===== src/hw/rtl/bce_ram.sv =====
// Generic single-write, single-read RAM with registered read data.
`default_nettype none

module bce_ram #(
	parameter int WIDTH = 128,
	parameter int DEPTH = 11
) (
	input  wire logic                     clk,
	input  wire logic                     wr_en,
	input  wire logic [$clog2(DEPTH)-1:0] wr_addr,
	input  wire logic [WIDTH-1:0]         wr_data,
	input  wire logic                     rd_en,
	input  wire logic [$clog2(DEPTH)-1:0] rd_addr,
	output logic      [WIDTH-1:0]         rd_data
);

	logic [WIDTH-1:0] mem_q [DEPTH];

	// Write port
	always_ff @(posedge clk) begin
		if (wr_en) begin
			mem_q[wr_addr] <= wr_data;
		end
	end

	// Registered read port
	always_ff @(posedge clk) begin
		if (rd_en) begin
			rd_data <= mem_q[rd_addr];
		end
	end

endmodule

`default_nettype wire


===== config.mk =====
export PLATFORM = sky130hd
export DESIGN_NAME = bce_ram
export DESIGN_NICKNAME = d
export VERILOG_FILES = /design/src/hw/rtl/bce_ram.sv
export SDC_FILE = /design/constraint.sdc
export NUM_CORES = 1
export LEC_CHECK = 0
export BUFFER_PORTS_ARGS = -buffer_cell sky130_fd_sc_hd__buf_2
export CAP_MARGIN = 40
export CORE_AREA = 5 5 349 351
export CTS_BUF_LIST = sky130_fd_sc_hd__clkbuf_16
export CTS_CLUSTER_DIAMETER = 60
export DETAILED_ROUTE_END_ITERATION = 10
export DIE_AREA = 0 0 354 356
export PLACE_DENSITY = 0.72
export SLEW_MARGIN = 20
export SYNTH_ARGS = -nofsm -noshare
export SYNTH_HDL_FRONTEND = slang
export SYNTH_SLANG_ARGS = --single-unit

===== constraint.sdc =====
create_clock -name clk -period 17.45 [get_ports clk]
set_input_delay 3.49 -clock clk [delete_from_list [all_inputs] [get_ports clk]]
set_output_delay 3.49 -clock clk [all_outputs]
set_load 0.02 [all_outputs]

Word-level counts from Yosys, hierarchy flattened
Memories as Yosys holds them, arrays and structs flattened. A register that Yosys moved wholly into a read port is not among the register bits.
Index checks and enable logic that the tools add are counted.
- input port bits: 139
- bits in writable memories: 1408
- bits in latches: 0
- output and inout bits: 128
- logic and storage cells: 3
- memories kept: 1
- flip-flop bits (word level): 0
- bits in read-only memories: 0
- memory list (name ; words ; bits a word ; rd ports ; clocked after memory_dff ; write ports ; RTL line ; RTL):
    mem_q ; 11 ; 128 ; 1 ; 1 ; 1 ; 17 ; logic [WIDTH-1:0] mem_q [DEPTH];
- reductions and logical operators: 0
- $lt $le $gt $ge: 0
- mux-type cells: 2
- $mul: 0
- equality and inequality tests: 0
- div/mod/pow operators: 0
- shifts and indexed selects: 0
- bitwise gates (word level): 0
- add/sub/neg operators: 0
- operator list (kind ; number):
    $mux 1 ; 2

Logic depth before layout (Yosys ltp)
- depth in word-level cells: 2
- gate-level depth with buffers: 6

Worst setup path after synthesis
No wires, ideal clock.
- kind: input port to flip-flop
- start point: in wr_addr[3]
- end point: mem mem_q[0][0], enable pin
- path slack: 4032 ps
- cell stages on the path: 2
- buffers on the path: 0
- required time: 16676 ps
- arrival: 12644 ps
- path through: or3b_2 > nor3_1
- RTL lines (item ; RTL line ; RTL):
    start: declaration ; 10 ; input wire logic [$clog2(DEPTH)-1:0] wr_addr,
    end: declaration ; 17 ;
No word-level cell before the write port.

==> metrics.cfg <==
[power_and_ir_drop]
p_int_w = 0.006167
swShare_pct = 20.85
power_per_cell_area_mw_per_mm2 = 116.1
p_leak_nw = 22.49
comb_power_share_pct = 5.3
p_seq_share_pct = 53.8
peakVddDrop_mv = 0.08508
p_switching_w = 0.001625
clkPwrFrac_pct = 40.9

[finish]
layout.nets = 3462
syn2layout_area_growth_pct = 14.24
drive_above_1_share_pct = 27.16
nFillCells = 8715
finalNonFillerCells = 5011

[global_route]
grt_overflow = 0
grt_usage_pct = 20.58
grt_pass1_wl_um = 192800
antenna_found_initial = 34
grt_max_degree = 162
grt_pass1_vias = 29420

[sta]
finalHoldViolations = 0
slew_headroom_pct = 25.76
worst_pin_slew_ns = 1.114
rsz0062_at_grt = false
fin_crit_ns = 6.160
finalCritPeriodShare_pct = 35.30
fin_worst_skew_ns = 0.02636
fmax_mhz = 162.3
setup_violations = 0
fin_tns_setup_ns = 0
maxSlewViolCount = 0

[synthesis]
yosysWarningCount = 0
synth_nets = 3160
synthMuxAreaShare_pct = 11.72
postSynthCellCount = 3021
synth_simple_gate_area_share_pct = 1.542
seq_area_frac_synth_pct = 78.52
yosysUniqueCellTypes = 19
synth_adder_area_share_pct = 0
synth_compound_area_share_pct = 6.543
synthXorXnorAreaFrac_pct = 0
syn_area_sq_mm = 0.05874
avgSynthCellArea_sq_um = 19.44
ys_ff_latch = 1536
synth_top_family_by_area = multiplexers

[clock_network]
cts_resized = 0
cts_hold_buf = 0
cts_buffers = 156
htreeDepth = 4
clockRootBuffer = clkbuf_16
clkTransAtPathRegs_ns = 0.06
cts_setup_buffers = 0
clock_latency_ns = 0.74
cts_tree = yes
cts.sinks = 1536
clockBufferDepth = 3

[worst_setup_path]
cp_data_required_time_ns = 17.90
endpoint_kind = flip-flop
critical_path_arrival_ns = 6.61
cp_max_fo = 161
cp-start-kind = input port
crit_type = in -> reg

[routing]
dr_total_vias = 29370
vias_per_cell = 5.862
drtPass1Iterations = 7
drt-initial-drc-count = 2552
totalWireLength_um = 131400
drc = 0
ant_nets = 0
wire_per_inst_um = 26.21

[place]
io_buffers = 266
gp_congestion = 0.7145
dp_hpwl_um = 64020
dpl.cell_count = 4711

[die]
die_w_um = 354
core_area_sq_mm = 0.1187
start_util_pct = 49.49
io_pins = 267
rows = 127
die-area_sq_mm = 0.1260
die_y_um = 356

[run]
maxCapViolations = 0

[worst_hold_path]
hold_path.class = reg -> reg

[status]
status = finished clean

-- Yosys cell counts, drive strengths merged --
master | n | area, sq um
nand2 | 2 | 7.510
nor2 | 9 | 33.78
o211ai | 128 | 960.9
buf | 91 | 631.9
a22o | 128 | 1121
mux2 | 384 | 4324
edfxtp | 1536 | 46120
clkbuf | 93 | 349.1
nand3b | 2 | 15.01
nor2b | 1 | 6.260
o22ai | 128 | 800.8
or3b | 1 | 8.760
nand2b | 131 | 819.5
o31ai | 128 | 960.9
nor3 | 3 | 15.01
mux2i | 256 | 2562
-- cells by family after synthesis --
group	after synthesis
muxes	640
DFF	1536
AOI/OAI and AO/OA	512
and+or+nand+nor	149
buffers and inverters	184
-- per-stage QoR --
stage	utilization (%)	total power (W)	cell area (sq um)	hold WS, ns	worst slack (ns)
CTS	56.44	0.007849	67000	0.6377	11.40
floorplan	-	0.004513	58740	0.6163	4.032
global route	56.49	0.008043	67060	0.6696	11.26
detailed placement	52.31	0.004683	62090	0.6348	10.59
finish	56.53	0.007792	67100	0.6318	11.29
global placement	51.90	0.004664	61600	0.6243	10.54
-- critical path: stages --
cell	delay [ns]
buf_8	0.58
buf_12	0.66
buf_12	0.76
mux2_2	0.42
o211ai_1	0.17
o31ai_1	0.09
-- cell usage in the layout, fill, tap and decap left out --
cell / n
a22o_1: 128
buf_12: 15
buf_16: 16
buf_2: 262
buf_4: 31
buf_6: 1
buf_8: 3
bufinv_16: 13
clkbuf_16: 161
clkinv_1: 37
clkinv_16: 1
clkinv_2: 25
clkinv_8: 1
clkinvlp_4: 1
diode_2: 20
edfxtp_1: 1536
inv_1: 34
inv_6: 4
inv_8: 1
mux2_2: 384
mux2i_1: 256
nand2_1: 1
nand2_4: 1
nand2b_1: 130
nand2b_4: 1
nand3b_1: 2
nor2_4: 9
nor2b_4: 1
nor3_2: 3
o211ai_1: 128
o22ai_1: 128
o31ai_1: 128
or3b_2: 1
-- final cells by class --
cell class / count / area, sq um / area share [%]
sequential: 1536 / 46120 / 68.73
timing repair buffer: 328 / 2341 / 3.489
multi-input combinational: 1301 / 11740 / 17.50
clock inverter: 117 / 882.1 / 1.315
clock buffer: 161 / 4029 / 6.004
antenna: 20 / 50.05 / 0.07458
tap: 1548 / 1937 / 2.886
-- layer usage --
layer | up-vias | part of all wire, % | track usage [%]
met5 | - | 0.12 | 0
met4 | 22 | 1.9 | 5.010
met3 | 205 | 7.8 | 5.083
met2 | 977 | 47 | 32.92
met1 | 15210 | 43 | 28.85
li1 | 12960 | - | -
-- final timing paths --
| kind | start | end | slack, ns | cells past startpoint |
|---|---|---|---|---|
| setup reg to reg | mem_q[2][116]$_DFFE_PP_ | rd_data[116]$_DFFE_PP_ | 16.15 | 3 |
| setup / recovery | rd_addr[0] | rd_data[71]$_DFFE_PP_ | 11.29 | 6 |
| hold reg to reg | mem_q[10][74]$_DFFE_PP_ | rd_data[74]$_DFFE_PP_ | 0.63 | 3 |
| hold / removal | mem_q[10][74]$_DFFE_PP_ | rd_data[74]$_DFFE_PP_ | 0.63 | 3 |
-- power by group through the flow --
stage               combinational, W  clock, W  sequential, W
detailed placement          0.000413         0        0.00427
floorplan                   0.000217         0        0.00430
global route                0.000442   0.00340        0.00420
CTS                         0.000414   0.00324        0.00419
global placement            0.000396         0        0.00427
finish                      0.000410   0.00319        0.00419
-- sequential cells by signal, indices dropped and copies added, names as in the netlist --
name	count
rd_data	128
mem_q	1408
(Power assumes the default switching activity.)
